==> src/design/eppts_pkg.sv <==
// ----------------------------------------------------------------------------
// eppts_pkg
// Shared types, register codes and helpers for the pixel trajectory step.
// ----------------------------------------------------------------------------
package eppts_pkg;

    localparam int PIX     = 4;   // pixels per request, 1 to 8
    localparam int NIB_W   = 4;
    localparam int DRIVE_W = 8;
    localparam int ACC_W   = 16;  // drive accumulator, as wide as 8 pixel pairs
    localparam int CFG_IDX_W  = 3;
    localparam int CFG_DATA_W = 64;

    typedef logic [NIB_W-1:0] nib_t;
    typedef nib_t [PIX-1:0]   nib_vec_t;

    typedef enum logic [CFG_IDX_W-1:0] {
        REG_GREY_TABLE  = 3'd0,
        REG_TRAVEL_GAIN = 3'd1,
        REG_BOOST       = 3'd2,
        REG_RESTED      = 3'd3,
        REG_FINE_HOLD   = 3'd4,
        REG_FRAME_STEP  = 3'd5
    } cfg_reg_t;

    localparam logic [1:0] DRV_HOLD    = 2'b00;
    localparam logic [1:0] DRV_DARKEN  = 2'b01;
    localparam logic [1:0] DRV_LIGHTEN = 2'b10;

    // grey k -> position, nibble k: 0,1,1,2,2,2,3,3,3,4,4,4,5,5,6,8
    localparam logic [63:0] RST_GREY_TABLE = 64'h8655_4443_3322_2110;
    localparam nib_t        RST_GAIN       = 4'd1;
    localparam nib_t        RST_STEP       = 4'd1;

    typedef struct packed {
        logic [63:0] grey_table;
        nib_t        travel_gain;
        logic        boost_enable;
        logic        rested_mode;
        logic        fine_hold;
        nib_t        frame_step;
    } cfg_t;

    // Stage 1 -> 2: positions and looked-up targets
    typedef struct packed {
        nib_vec_t cur;
        nib_vec_t tgt;
    } s1_t;

    // Stage 2 -> 3: moved positions, targets, per-pixel drive
    typedef struct packed {
        nib_vec_t         nxt;
        nib_vec_t         tgt;
        logic [2*PIX-1:0] drv;  // pixel i at [2i+1:2i]
    } s2_t;

    // Stage 3 -> port
    typedef struct packed {
        nib_vec_t           pos;
        logic [DRIVE_W-1:0] drive;
        logic               active;
        logic               drove;
        logic               coarse;
        logic               fine;
    } s3_t;

    function automatic nib_t abs_diff(input nib_t a, input nib_t b);
        return (a > b) ? nib_t'(a - b) : nib_t'(b - a);
    endfunction

endpackage

==> src/design/eppts_cfg.sv <==
// ----------------------------------------------------------------------------
// eppts_cfg
// Configuration register file; unknown indexes are dropped.
// ----------------------------------------------------------------------------
module eppts_cfg
    import eppts_pkg::*;
(
    input  logic                  clk,
    input  logic                  rst_n,
    input  logic                  wr_en,
    input  logic [CFG_IDX_W-1:0]  wr_index,
    input  logic [CFG_DATA_W-1:0] wr_data,
    output cfg_t                  cfg
);

    cfg_t cfg_reg;
    cfg_t cfg_next;

    always_comb
    begin
        cfg_next = cfg_reg;
        if (wr_en)
        begin
            case (wr_index)
                REG_GREY_TABLE:  cfg_next.grey_table   = wr_data;
                REG_TRAVEL_GAIN: cfg_next.travel_gain  = wr_data[NIB_W-1:0];
                REG_BOOST:       cfg_next.boost_enable = wr_data[0];
                REG_RESTED:      cfg_next.rested_mode  = wr_data[0];
                REG_FINE_HOLD:   cfg_next.fine_hold    = wr_data[0];
                REG_FRAME_STEP:  cfg_next.frame_step   = wr_data[NIB_W-1:0];
                default:         cfg_next = cfg_reg;
            endcase
        end
    end

    always_ff @(posedge clk or negedge rst_n)
    begin
        if (!rst_n)
        begin
            cfg_reg.grey_table   <= RST_GREY_TABLE;
            cfg_reg.travel_gain  <= RST_GAIN;
            cfg_reg.boost_enable <= 1'b0;
            cfg_reg.rested_mode  <= 1'b0;
            cfg_reg.fine_hold    <= 1'b0;
            cfg_reg.frame_step   <= RST_STEP;
        end
        else
        begin
            cfg_reg <= cfg_next;
        end
    end

    assign cfg = cfg_reg;

endmodule

==> src/design/eppts_lookup.sv <==
// ----------------------------------------------------------------------------
// eppts_lookup
// Stage 1: grey-to-position table lookup per pixel.
// ----------------------------------------------------------------------------
module eppts_lookup
    import eppts_pkg::*;
(
    input  logic        clk,
    input  logic        rst_n,
    input  cfg_t        cfg,
    input  logic        up_valid,
    output logic        up_ready,
    input  nib_vec_t    cur,
    input  nib_vec_t    grey,
    output logic        dn_valid,
    input  logic        dn_ready,
    output s1_t         dn_data
);

    logic valid_reg;
    s1_t  data_reg;
    s1_t  data_next;
    logic load;

    assign up_ready = !valid_reg || dn_ready;
    assign load     = up_valid && up_ready;

    always_comb
    begin
        for (int i = 0; i < PIX; i++)
        begin
            data_next.cur[i] = cur[i];
            data_next.tgt[i] = cfg.grey_table[NIB_W*grey[i] +: NIB_W];
        end
    end

    always_ff @(posedge clk or negedge rst_n)
    begin
        if (!rst_n)
            valid_reg <= 1'b0;
        else if (up_ready)
            valid_reg <= up_valid;
    end

    always_ff @(posedge clk)
    begin
        if (load)
            data_reg <= data_next;
    end

    assign dn_valid = valid_reg;
    assign dn_data  = data_reg;

endmodule

==> src/design/eppts_move.sv <==
// ----------------------------------------------------------------------------
// eppts_move
// Stage 2: step size choice, position update and drive code per pixel.
// ----------------------------------------------------------------------------
module eppts_move
    import eppts_pkg::*;
(
    input  logic clk,
    input  logic rst_n,
    input  cfg_t cfg,
    input  logic up_valid,
    output logic up_ready,
    input  s1_t  up_data,
    output logic dn_valid,
    input  logic dn_ready,
    output s2_t  dn_data
);

    logic valid_reg;
    s2_t  data_reg;
    s2_t  data_next;
    logic load;
    logic boosted;
    logic win_ok;

    assign up_ready = !valid_reg || dn_ready;
    assign load     = up_valid && up_ready;
    assign boosted  = (cfg.travel_gain > nib_t'(1)) && cfg.boost_enable;
    // unit frame step is also blocked by fine hold
    assign win_ok   = (cfg.frame_step > nib_t'(1)) || !cfg.fine_hold;

    always_comb
    begin
        nib_t gap;
        nib_t step;
        nib_t cv;
        nib_t tv;
        for (int i = 0; i < PIX; i++)
        begin
            cv   = up_data.cur[i];
            tv   = up_data.tgt[i];
            gap  = abs_diff(cv, tv);
            step = '0;
            if (gap != '0)
            begin
                if (cfg.rested_mode)
                begin
                    if (boosted && gap >= cfg.travel_gain)
                        step = cfg.travel_gain;
                    else
                        step = cfg.fine_hold ? nib_t'(0) : nib_t'(1);
                end
                else if (gap >= cfg.frame_step && win_ok)
                begin
                    step = cfg.frame_step;
                end
            end
            data_next.tgt[i]        = tv;
            data_next.nxt[i]        = cv;
            data_next.drv[2*i +: 2] = DRV_HOLD;
            if (step != '0)
            begin
                if (cv < tv)
                begin
                    data_next.nxt[i]        = nib_t'(cv + step);
                    data_next.drv[2*i +: 2] = DRV_DARKEN;
                end
                else
                begin
                    data_next.nxt[i]        = nib_t'(cv - step);
                    data_next.drv[2*i +: 2] = DRV_LIGHTEN;
                end
            end
        end
    end

    always_ff @(posedge clk or negedge rst_n)
    begin
        if (!rst_n)
            valid_reg <= 1'b0;
        else if (up_ready)
            valid_reg <= up_valid;
    end

    always_ff @(posedge clk)
    begin
        if (load)
            data_reg <= data_next;
    end

    assign dn_valid = valid_reg;
    assign dn_data  = data_reg;

endmodule

==> src/design/eppts_flags.sv <==
// ----------------------------------------------------------------------------
// eppts_flags
// Stage 3: drive packing, merged status flags, output register.
// ----------------------------------------------------------------------------
module eppts_flags
    import eppts_pkg::*;
(
    input  logic clk,
    input  logic rst_n,
    input  cfg_t cfg,
    input  logic up_valid,
    output logic up_ready,
    input  s2_t  up_data,
    output logic dn_valid,
    input  logic dn_ready,
    output s3_t  dn_data
);

    logic valid_reg;
    s3_t  data_reg;
    s3_t  data_next;
    logic load;
    logic boosted;

    assign up_ready = !valid_reg || dn_ready;
    assign load     = up_valid && up_ready;
    assign boosted  = (cfg.travel_gain > nib_t'(1)) && cfg.boost_enable;

    always_comb
    begin
        logic [ACC_W-1:0] acc;
        nib_t             rem;
        acc                = '0;
        data_next.active   = 1'b0;
        data_next.drove    = 1'b0;
        data_next.coarse   = 1'b0;
        data_next.fine     = 1'b0;
        for (int i = 0; i < PIX; i++)
        begin
            data_next.pos[i] = up_data.nxt[i];
            // first pixel ends up in the highest pair
            acc = {acc[ACC_W-3:0], up_data.drv[2*i +: 2]};
            if (up_data.drv[2*i +: 2] != DRV_HOLD)
                data_next.drove = 1'b1;
            rem = abs_diff(up_data.nxt[i], up_data.tgt[i]);
            if (rem != '0)
            begin
                data_next.active = 1'b1;
                if (!cfg.rested_mode)
                begin
                    if (boosted && rem >= cfg.travel_gain)
                        data_next.coarse = 1'b1;
                    else
                        data_next.fine = 1'b1;
                end
            end
        end
        data_next.drive = acc[DRIVE_W-1:0];
    end

    always_ff @(posedge clk or negedge rst_n)
    begin
        if (!rst_n)
            valid_reg <= 1'b0;
        else if (up_ready)
            valid_reg <= up_valid;
    end

    always_ff @(posedge clk)
    begin
        if (load)
            data_reg <= data_next;
    end

    assign dn_valid = valid_reg;
    assign dn_data  = data_reg;

endmodule

==> src/design/epaper_pixel_trajectory_step.sv <==
// ----------------------------------------------------------------------------
// epaper_pixel_trajectory_step
// Advances four e-paper pixels by one drive tick per request.
// ----------------------------------------------------------------------------
// One request carries four pixels (current position and target grey) and
// yields their new positions, a packed drive byte (first pixel in bits 7:6;
// 01 darken, 10 lighten, 00 hold) and OR-merged status flags. The block is a
// three-stage pipeline: table lookup, step/move, then flag merge into the
// output register. It takes one request every cycle while in_stall is low.
// Each stage register loads whenever it is empty or its successor takes its
// content, so bubbles close up under output stall and up to three requests
// sit in flight. Registers are written over the cfg port, which is always
// ready; write them only while the pipeline is empty, since the stages read
// the live register values.
// ----------------------------------------------------------------------------
module epaper_pixel_trajectory_step
    import eppts_pkg::*;
(
    input  logic                  clk,
    input  logic                  rst_n,

    // configuration writes
    input  logic                  cfg_valid,
    output logic                  cfg_ready,
    input  logic [CFG_IDX_W-1:0]  cfg_index,
    input  logic [CFG_DATA_W-1:0] cfg_data,

    // request side
    input  logic                  in_valid,
    output logic                  in_stall,
    input  logic [NIB_W-1:0]      cur_pos_0,
    input  logic [NIB_W-1:0]      cur_pos_1,
    input  logic [NIB_W-1:0]      cur_pos_2,
    input  logic [NIB_W-1:0]      cur_pos_3,
    input  logic [NIB_W-1:0]      grey_0,
    input  logic [NIB_W-1:0]      grey_1,
    input  logic [NIB_W-1:0]      grey_2,
    input  logic [NIB_W-1:0]      grey_3,

    // result side
    output logic                  out_valid,
    input  logic                  out_stall,
    output logic [NIB_W-1:0]      new_pos_0,
    output logic [NIB_W-1:0]      new_pos_1,
    output logic [NIB_W-1:0]      new_pos_2,
    output logic [NIB_W-1:0]      new_pos_3,
    output logic [DRIVE_W-1:0]    drive_byte,
    output logic                  still_active,
    output logic                  drove_any,
    output logic                  want_coarse,
    output logic                  want_fine
);

    cfg_t     cfg;
    nib_vec_t cur;
    nib_vec_t grey;

    logic     s1_valid, s1_ready, in_ready;
    s1_t      s1_data;
    logic     s2_valid, s2_ready;
    s2_t      s2_data;
    s3_t      s3_data;

    assign cfg_ready = 1'b1;

    eppts_cfg u_cfg (
        .clk      (clk),
        .rst_n    (rst_n),
        .wr_en    (cfg_valid && cfg_ready),
        .wr_index (cfg_index),
        .wr_data  (cfg_data),
        .cfg      (cfg)
    );

    assign cur  = {cur_pos_3, cur_pos_2, cur_pos_1, cur_pos_0};
    assign grey = {grey_3, grey_2, grey_1, grey_0};

    // stage 1: lookup
    eppts_lookup u_lookup (
        .clk      (clk),
        .rst_n    (rst_n),
        .cfg      (cfg),
        .up_valid (in_valid),
        .up_ready (in_ready),
        .cur      (cur),
        .grey     (grey),
        .dn_valid (s1_valid),
        .dn_ready (s1_ready),
        .dn_data  (s1_data)
    );

    assign in_stall = !in_ready;

    // stage 2: move
    eppts_move u_move (
        .clk      (clk),
        .rst_n    (rst_n),
        .cfg      (cfg),
        .up_valid (s1_valid),
        .up_ready (s1_ready),
        .up_data  (s1_data),
        .dn_valid (s2_valid),
        .dn_ready (s2_ready),
        .dn_data  (s2_data)
    );

    // stage 3: flags, doubles as the output register
    eppts_flags u_flags (
        .clk      (clk),
        .rst_n    (rst_n),
        .cfg      (cfg),
        .up_valid (s2_valid),
        .up_ready (s2_ready),
        .up_data  (s2_data),
        .dn_valid (out_valid),
        .dn_ready (!out_stall),
        .dn_data  (s3_data)
    );

    assign new_pos_0    = s3_data.pos[0];
    assign new_pos_1    = s3_data.pos[1];
    assign new_pos_2    = s3_data.pos[2];
    assign new_pos_3    = s3_data.pos[3];
    assign drive_byte   = s3_data.drive;
    assign still_active = s3_data.active;
    assign drove_any    = s3_data.drove;
    assign want_coarse  = s3_data.coarse;
    assign want_fine    = s3_data.fine;

    // drove_any must agree with the packed drive codes
    a_drove_matches: assert property (@(posedge clk) disable iff (!rst_n)
        out_valid |-> (drove_any == (drive_byte != '0)))
        else $error("drove_any disagrees with drive_byte");

    // work flags only come from unsettled pixels
    a_flags_need_active: assert property (@(posedge clk) disable iff (!rst_n)
        (out_valid && !still_active) |-> (!want_coarse && !want_fine))
        else $error("coarse/fine flag without active pixel");

    // a pixel is never driven both ways
    a_no_double_drive: assert property (@(posedge clk) disable iff (!rst_n)
        out_valid |-> ((drive_byte[1:0] != 2'b11) && (drive_byte[3:2] != 2'b11)
                    && (drive_byte[5:4] != 2'b11) && (drive_byte[7:6] != 2'b11)))
        else $error("illegal drive code");

    // a full pipeline with a stalled output must push back on requests
    a_backpressure: assert property (@(posedge clk) disable iff (!rst_n)
        (out_valid && out_stall && s1_valid && s2_valid) |-> in_stall)
        else $error("request taken while pipeline full");

endmodule

==> config.mk <==
export PLATFORM = sky130hd
export DESIGN_NAME = epaper_pixel_trajectory_step
export DESIGN_NICKNAME = d
export VERILOG_FILES = /design/src/design/eppts_pkg.sv /design/src/design/eppts_cfg.sv /design/src/design/eppts_lookup.sv /design/src/design/eppts_move.sv /design/src/design/eppts_flags.sv /design/src/design/epaper_pixel_trajectory_step.sv
export SDC_FILE = /design/constraint.sdc
export NUM_CORES = 1
export LEC_CHECK = 0
export BUFFER_PORTS_ARGS = -buffer_cell sky130_fd_sc_hd__buf_2
export CAP_MARGIN = 10
export CORE_UTILIZATION = 54
export DETAILED_ROUTE_END_ITERATION = 7
export PLACE_DENSITY = 0.8
export SKIP_CTS_REPAIR_TIMING = 1
export SKIP_LAST_GASP = 1
export SYNTH_ARGS = -nofsm -noshare
export SYNTH_HDL_FRONTEND = slang
export SYNTH_SLANG_ARGS = --single-unit
==> constraint.sdc <==
create_clock -name clk -period 5.9 [get_ports clk]
set_input_delay 0.885 -clock clk [delete_from_list [all_inputs] [get_ports clk]]
set_output_delay 0.885 -clock clk [all_outputs]
set_load 0.01 [all_outputs]
# Yosys cells after proc, flatten, opt, wreduce, memory -nomap -nowiden
# Cells that the tools add are included.
[word_totals]
reg_bits = 178
inputBits = 104
output_inout_bits = 31
word_cells = 203
[classes]
addsub = 24
order_cmp = 26
eq_ne = 5
n_shift = 4
muxes = 55
reduce_logical = 51
[op_table]
columns = ["op", "n"]
rows = [
  ["$shiftx 64x7->4", 4],
  ["$mux 4", 32],
  ["$sub 4x4->4", 20],
  ["$ge 4x4->1", 12],
  ["$reduce_bool 4->1", 12],
  ["$gt 4x4->1", 8],
  ["$mux 2", 12],
  ["$add 4x4->4", 4],
  ["$logic_and 1x1->1", 16],
  ["$lt 4x4->1", 4],
  ["$reduce_and 2->1", 6],
  ["$mux 1", 11],
  ["$gt 4x1->1 const B", 2],
  ["$reduce_bool 2->1", 4],
  ["$eq 3x2->1 const B", 2],
  ["$eq 3x3->1 const B", 2],
  ["$logic_not 1->1", 6],
  ["$reduce_or 3->1", 2],
  ["$logic_or 1x1->1", 4],
  ["$eq 3x1->1 const B", 1],
  ["$logic_not 3->1", 1],
]

# Longest topological paths before layout
# Gate-level depths: netlist (run 1).
[depth]
ltp_word = 16
mapped_depth = 24

# By module
# Synthesis (run 1) repeated with hierarchy kept, for this count alone.
[hier_totals]
hier_cells = 1130
hier_area_um2 = 13903.3
[by_module_without_submodules]
columns = ["module", "instances", "cells_each", "area_per_inst_um2"]
rows = [
  ["eppts_move", 1, 492, 4603.2],
  ["eppts_lookup", 1, 192, 3221.8],
  ["eppts_cfg", 1, 163, 3174.3],
  ["eppts_flags", 1, 279, 2885.3],
  ["epaper_pixel_trajectory_step", 1, 4, 18.8],
]

# Worst setup path before layout (run 1)
# No wires, ideal clock.
[synth_timing]
path_kind = "flip-flop to flip-flop"
from = "register u_lookup.data_reg, in the netlist u_lookup.dn_data[24]"
to = "register u_move.data_reg, in the netlist u_move.dn_data[35] (data pin)"
arrival_time_ps = 4592
t_required_ps = 5642
setup_slack_ps = 1051
stages_incl_launch_ff = 23
period_less_slack_ps = 4849
cell_sequence = "edfxtp_1 inv_1 ha_1 inv_1 fa_1 a211oi_2 a211oi_1 mux2_2 ha_1 a2111oi_4 nor2_1 a221oi_1 nor2_1 inv_1 ha_1 mux2_2 inv_1 ha_1 a21o_1 a21oi_1 nor2_1 mux2_2 xor2_1"
[synth_lines]
columns = ["element", "line", "source"]
rows = [
  ["from (decl)", "eppts_lookup.sv:21", "s1_t data_reg;"],
  ["from (signal assigned)", "eppts_lookup.sv:48", "data_reg <= data_next;"],
  ["to (signal assigned)", "eppts_move.sv:88", "data_reg <= data_next;"],
  ["to (decl)", "eppts_move.sv:20", "s2_t data_reg;"],
]

==> results of run 1 <==
==> synth_stat cells, drive strengths merged, types with 7 or more instances <==
library cell,count
a21oi,43
inv,112
o21a,7
nand2b,17
edfxtp,100
mux2i,28
buf,12
nand2,25
o21ai,24
nor2,60
mux4,80
a21o,27
mux2,89
nand3,9
a22oi,11
a2111oi,10
xnor2,12
clkbuf,18
dfrtp,55
dfstp,23
xor2,8
fa,20
and3,8
ha,120
==> final timing paths <==
check	from	to	slack, ns	cells after the start
max in group asynchronous	rst_n	u_cfg.cfg[17]	4.68	1
worst min register to register	u_lookup.dn_data[11]	u_move.dn_data[19]	0.45	0
worst max register to register	u_lookup.dn_data[28]	u_move.dn_data[39]	0.52	23
worst max-delay path	u_lookup.dn_data[28]	u_move.dn_data[39]	0.52	23
worst min-delay path	u_lookup.dn_data[11]	u_move.dn_data[19]	0.45	0
min in group asynchronous	rst_n	u_cfg.cfg[38]	0.60	1
==> area by class of cell <==
class                   instances  share of cell area [%]
clock buffers                  17                    2.96
diodes                          2                  0.0348
well taps                     313                    2.72
repair buffers                135                    4.75
flip-flops and latches        178                    34.7
multi-input cells             686                    50.6
clock inverters                15                    1.31
inverters                     112                    2.92
==> cell families (layout without fill, tap and decap cells) <==
| family | after synthesis | in the layout | share of synthesized area [%] |
|---|---|---|---|
| fa+ha+maj | 140 | 140 | 14.9 |
| mux | 197 | 197 | 24.2 |
| buf+inv | 142 | 279 | 4.31 |
| simple gates | 157 | 157 | 6.23 |
| flops | 178 | 178 | 38.9 |
| other cells | 1 | 3 | 0.0293 |
| compound gates | 171 | 171 | 10.1 |
| xor+xnor | 20 | 20 | 1.37 |
==> power by group <==
group / leakage (nW) / internal, mW / switching (mW)
logic: 3.95 / 1.48 / 1.63
registers: 1.86 / 1.73 / 0.266
clock network: 0.301 / 0.614 / 0.558
==> per-layer routing <==
metal  track usage (%)  vias to the layer above  part of all wire [%]
met5                 0                        -                 0.038
met4              11.2                        2                   3.9
met3              5.06                       71                   5.7
met2              42.4                      298                    49
met1              31.6                     4316                    41
li1                  -                     4059                     -
==> critical path, cell delays in order, from the launching register on <==
cell and delay [ns]:
edfxtp_1 0.41, inv_1 0.11, ha_1 0.17, inv_1 0.06
fa_1 0.40, nand3_1 0.19, nand2_1 0.22, o21ai_0 0.19
mux2_2 0.39, ha_1 0.28, a2111oi_1 0.44, nor2_1 0.17
a221oi_1 0.38, nor2_1 0.12, inv_1 0.07, ha_1 0.22
mux2_2 0.29, inv_1 0.06, ha_1 0.22, a21o_1 0.18
a21oi_1 0.18, o21bai_1 0.14, mux2i_1 0.10, xor2_1 0.15
==> metrics by stage <==
step | instances | util [%] | setup slack, ns | power (mW) | area [sq um]
after floorplan | 1006 | - | 1.05 | 4.33 | 12800
after global placement | 1424 | 60.1 | 0.770 | 4.96 | 13800
after detailed placement | 1424 | 60.1 | 0.649 | 5.09 | 13800
after CTS | 1456 | 62.7 | 0.575 | 6.29 | 14400
after global routing | 1457 | 62.7 | 0.156 | 6.75 | 14400
final | 1458 | 62.8 | 0.516 | 6.28 | 14400
==> results.cfg, run 1 <==
[placed_design]
numPortBuffers = 133
finalWeightedCongestion = 0.885
post-dp-hpwl_um = 21800

[clock_tree]
cts_tree = done
clk_pin_slew_ns = 0.08
clockBufferDepth = 2
cts_root_buf = clkbuf_16
cts_sinks = 178
htreeDepth = 4
numCtsBuffers = 17
clk_latency_ns = 0.44

[timing]
finalSetupTns_ns = 0
layout_worst_path_cycle_share_pct = 91.2
final_max_slew_viol_count = 0
finalSetupViolCount = 0
fmax_ghz = 0.186
rsz0062_at_grt = false
tightest_slew_ns = 1.03
fin_skew_ns = 0.0142
slew_headroom_pct = 31.4
hold_viol = 0
hold_ws_ns = 0.452
fin_crit_ns = 5.38

[synthesis]
synth_area_sq_mm = 0.0128
ys_seq_area_share_pct = 38.9
synthFlopType = edfxtp_1
avgSynthCellArea_sq_um = 12.7
synth_top_area_share_pct = 23.5
netlist_top_cells_area = edfxtp_1 23%, mux4_2 14%, ha_1 12%
synth_area_leader_cell = edfxtp_1
synth_edf_count = 100
syn-num-nets = 1250
synth-seq-cells = 178
async_flop_share_pct = 43.8
synth_cell_types = 75
synth_cells = 1006
yosysWarnings = 0

[die]
ios = 135
initial_core_util_pct = 55.9
design.core.area_sq_mm = 0.0229
dieArea_sq_mm = 0.0243
rows = 55
die_h_um = 156
fp.dieW_um = 156

[critical_path]
endpoint_kind = register
worst-setup-path-type = register to register
required_ns = 6.08
critPathMaxFanout = 6
arrival_ns = 5.56
startpoint_type = register

[global_route]
grt_pass1_vias = 8917
grt_pass1_wl_um = 46500
grtUsageTotal_pct = 25.2
grt_antenna_before_repair = 3
grt_max_degree = 79
grt.overflow.total = 0

[power_and_ir_drop]
ir_drop_uv = 243
power_density_mw_per_mm2 = 437
p_leak_nw = 6.11

[layout]
mostFrequentLayoutCells = 132 x buf_2, 120 x ha_1, 112 x inv_1
num-fill-cells = 1769
syn2layout_area_growth_pct = 12.3
nets = 1374
drive_gt1_share_pct = 33.9
layout_commonest_cell = buf_2
largest_reg_flops = 75
seqCellArea_sq_mm = 0.00498
multi_input_area_sq_mm = 0.00728

[routing]
routedWlPerCell_um = 19.7
routed_via_density = 6.00
first_pass_iters = 5
wl_um = 28700
final_antenna_net_count = 0
via_count = 8746
drt_iter0_drc = 490
remaining_drc_errors = 0

[run]
max_cap_viol_count = 0

[status]
outcome = complete, no violations

[hold_path]
holdCritPathClass = register to register
Power figures use the tool's default switching activity.
==> inputs of run 2 (changes only) <==
--- a/config.mk
+++ b/config.mk
@@ -7,9 +7,11 @@
 export LEC_CHECK = 0
 export BUFFER_PORTS_ARGS = -buffer_cell sky130_fd_sc_hd__buf_2
 export CAP_MARGIN = 10
-export CORE_UTILIZATION = 54
+export CELL_PAD_IN_SITES_DETAIL_PLACEMENT = 1
+export CELL_PAD_IN_SITES_GLOBAL_PLACEMENT = 1
+export CORE_UTILIZATION = 49
 export DETAILED_ROUTE_END_ITERATION = 7
-export PLACE_DENSITY = 0.8
+export PLACE_DENSITY = 0.87
 export SKIP_CTS_REPAIR_TIMING = 1
 export SKIP_LAST_GASP = 1
 export SYNTH_ARGS = -nofsm -noshare
==> results.cfg, run 2 (same netlist as run 1, synthesis figures left out) <==
[die]
die_h_um = 164
initial_core_util_pct = 50.4
ios = 135
fp.dieW_um = 164
rows = 58
dieArea_sq_mm = 0.0268
design.core.area_sq_mm = 0.0254

[global_route]
grt_max_degree = 79
grt_pass1_wl_um = 55800
grt.overflow.total = 0
grt_pass1_vias = 10000
grt_antenna_before_repair = 1
grtUsageTotal_pct = 28.0

[routing]
final_antenna_net_count = 0
drt_iter0_drc = 573
via_count = 9134
routed_via_density = 6.20
wl_um = 35300
remaining_drc_errors = 0
routedWlPerCell_um = 24.0
first_pass_iters = 7

[layout]
layout_commonest_cell = buf_2
mostFrequentLayoutCells = 132 x buf_2, 120 x ha_1, 112 x inv_1
n_antenna_cell = 0
utilization_pct = 56.6
syn2layout_area_growth_pct = 12.3
largest_reg_flops = 75
nets = 1374
num-fill-cells = 2612
drive_gt1_share_pct = 33.9

[power_and_ir_drop]
sw_frac_of_total_pct = 41.1
power_frac_comb_pct = 51.0
p_clk_share_pct = 17.9
ir_drop_uv = 181
pwr-share-seq_pct = 31.1
power_density_mw_per_mm2 = 451
switchingPower_mw = 2.67
p_leak_nw = 6.10
internal_power_mw = 3.82

[timing]
fin_crit_ns = 5.56
fin_skew_ns = 0.0117
finalSetupTns_ns = 0
layout_worst_path_cycle_share_pct = 94.2
tightest_slew_ns = 1.06
final_max_slew_viol_count = 0
fin_ws_ns = 0.342
finalSetupViolCount = 0
slew_headroom_pct = 29.1
hold_viol = 0
rsz0062_at_grt = false
fmax_ghz = 0.180

[critical_path]
critPathMaxFanout = 6
startpoint_type = register
worst-setup-path-type = register to register
r2r_start = u_lookup.dn_data[16]
crit_start = u_lookup.dn_data[16]
endpoint_kind = register
worstPathCellList = inv_1, ha_1, inv_1, fa_1, nand3_1, nand2_1, nand2_1, mux2_2, ha_1, a2111oi_1, nor2_1, a221oi_2, nor2_1, inv_1, ha_1, mux2_2, inv_1, ha_1, a21o_1, a21oi_1, o21ai_0, mux2i_1, xor2_1
ff2ff_setup_slack_ns = 0.34
crit_slowest_cell = a2111oi_1
slowest_delay_ns = 0.54
ff2ff_path_depth = 23
arrival_ns = 5.74
required_ns = 6.08
rr_endpoint = u_move.dn_data[27]

[clock_tree]
clockBufferDepth = 2
cts_sinks = 178
cts_root_buf = clkbuf_16
cts_tree = done
htreeDepth = 4
clk_latency_ns = 0.45
clk_pin_slew_ns = 0.07
numCtsBuffers = 17

[hold_path]
min_from = u_move.dn_data[7]
hold_end = u_flags.dn_data[5]
hold_depth = 0
holdCritPathClass = register to register

[placed_design]
post-dp-hpwl_um = 26300
numPortBuffers = 133
finalWeightedCongestion = 0.878
dp_slack_ns = 0.481

[run]
max_cap_viol_count = 0

[status]
outcome = complete, no violations
[run 2: critical path, delay by kind of cell (launching register included)]
kind,cells,cell delay (ns)
mux,3,0.87
xor+xnor,1,0.11
compound gates,5,1.41
flops,1,0.40
buf+inv,4,0.33
fa+ha+maj,5,1.33
simple gates,5,0.83
[run 2: worst max path at each step]
| stage | endpoint | slack, ns | cells after the start |
|---|---|---|---|
| after global placement | u_move.dn_data[35] | 0.74 | 22 |
| after CTS | u_move.dn_data[27] | 0.26 | 23 |
| after detailed placement | u_move.dn_data[27] | 0.48 | 23 |
| after floorplan | u_move.dn_data[35] | 1.05 | 22 |
| final | u_move.dn_data[27] | 0.34 | 23 |
| after global routing | u_move.dn_data[31] | 0.07 | 23 |
[run 2: cell type report]
cell class / instances / area (sq um) / area share, %
multi-input cells: 686 / 7290 / 50.7
flip-flops and latches: 178 / 4980 / 34.7
repair buffers: 135 / 683 / 4.75
well taps: 330 / 413 / 2.87
clock buffers: 18 / 450 / 3.13
clock inverters: 14 / 136 / 0.949
inverters: 112 / 420 / 2.92
[run 2: per-layer routing]
metal	GRT usage, %	vias to the layer above	wire length (um)
met5	0	-	16
met4	14.5	2	1590
met3	4.93	97	1680
met2	49.4	323	18300
met1	32.6	4656	13800
li1	-	4056	-
[run 2: through the flow]
stage	area (sq um)	std cells	total power [mW]	hold WS (ns)
2_1_floorplan	12800	1006	4.33	0.426
3_5_place_dp	13800	1441	5.26	0.436
4_1_cts	14400	1473	6.50	0.454
3_3_place_gp	13800	1441	5.00	0.436
6_report	14400	1473	6.49	0.450
5_1_grt	14400	1473	6.92	0.477
[run 2: power groups by stage]
stage / registers, mW / clock network, mW / logic, mW
2_1_floorplan: 1.94 / 0 / 2.39
3_3_place_gp: 1.99 / 0 / 3.01
3_5_place_dp: 2.04 / 0 / 3.23
4_1_cts: 2.02 / 1.17 / 3.30
5_1_grt: 2.06 / 1.22 / 3.64
6_report: 2.02 / 1.16 / 3.31
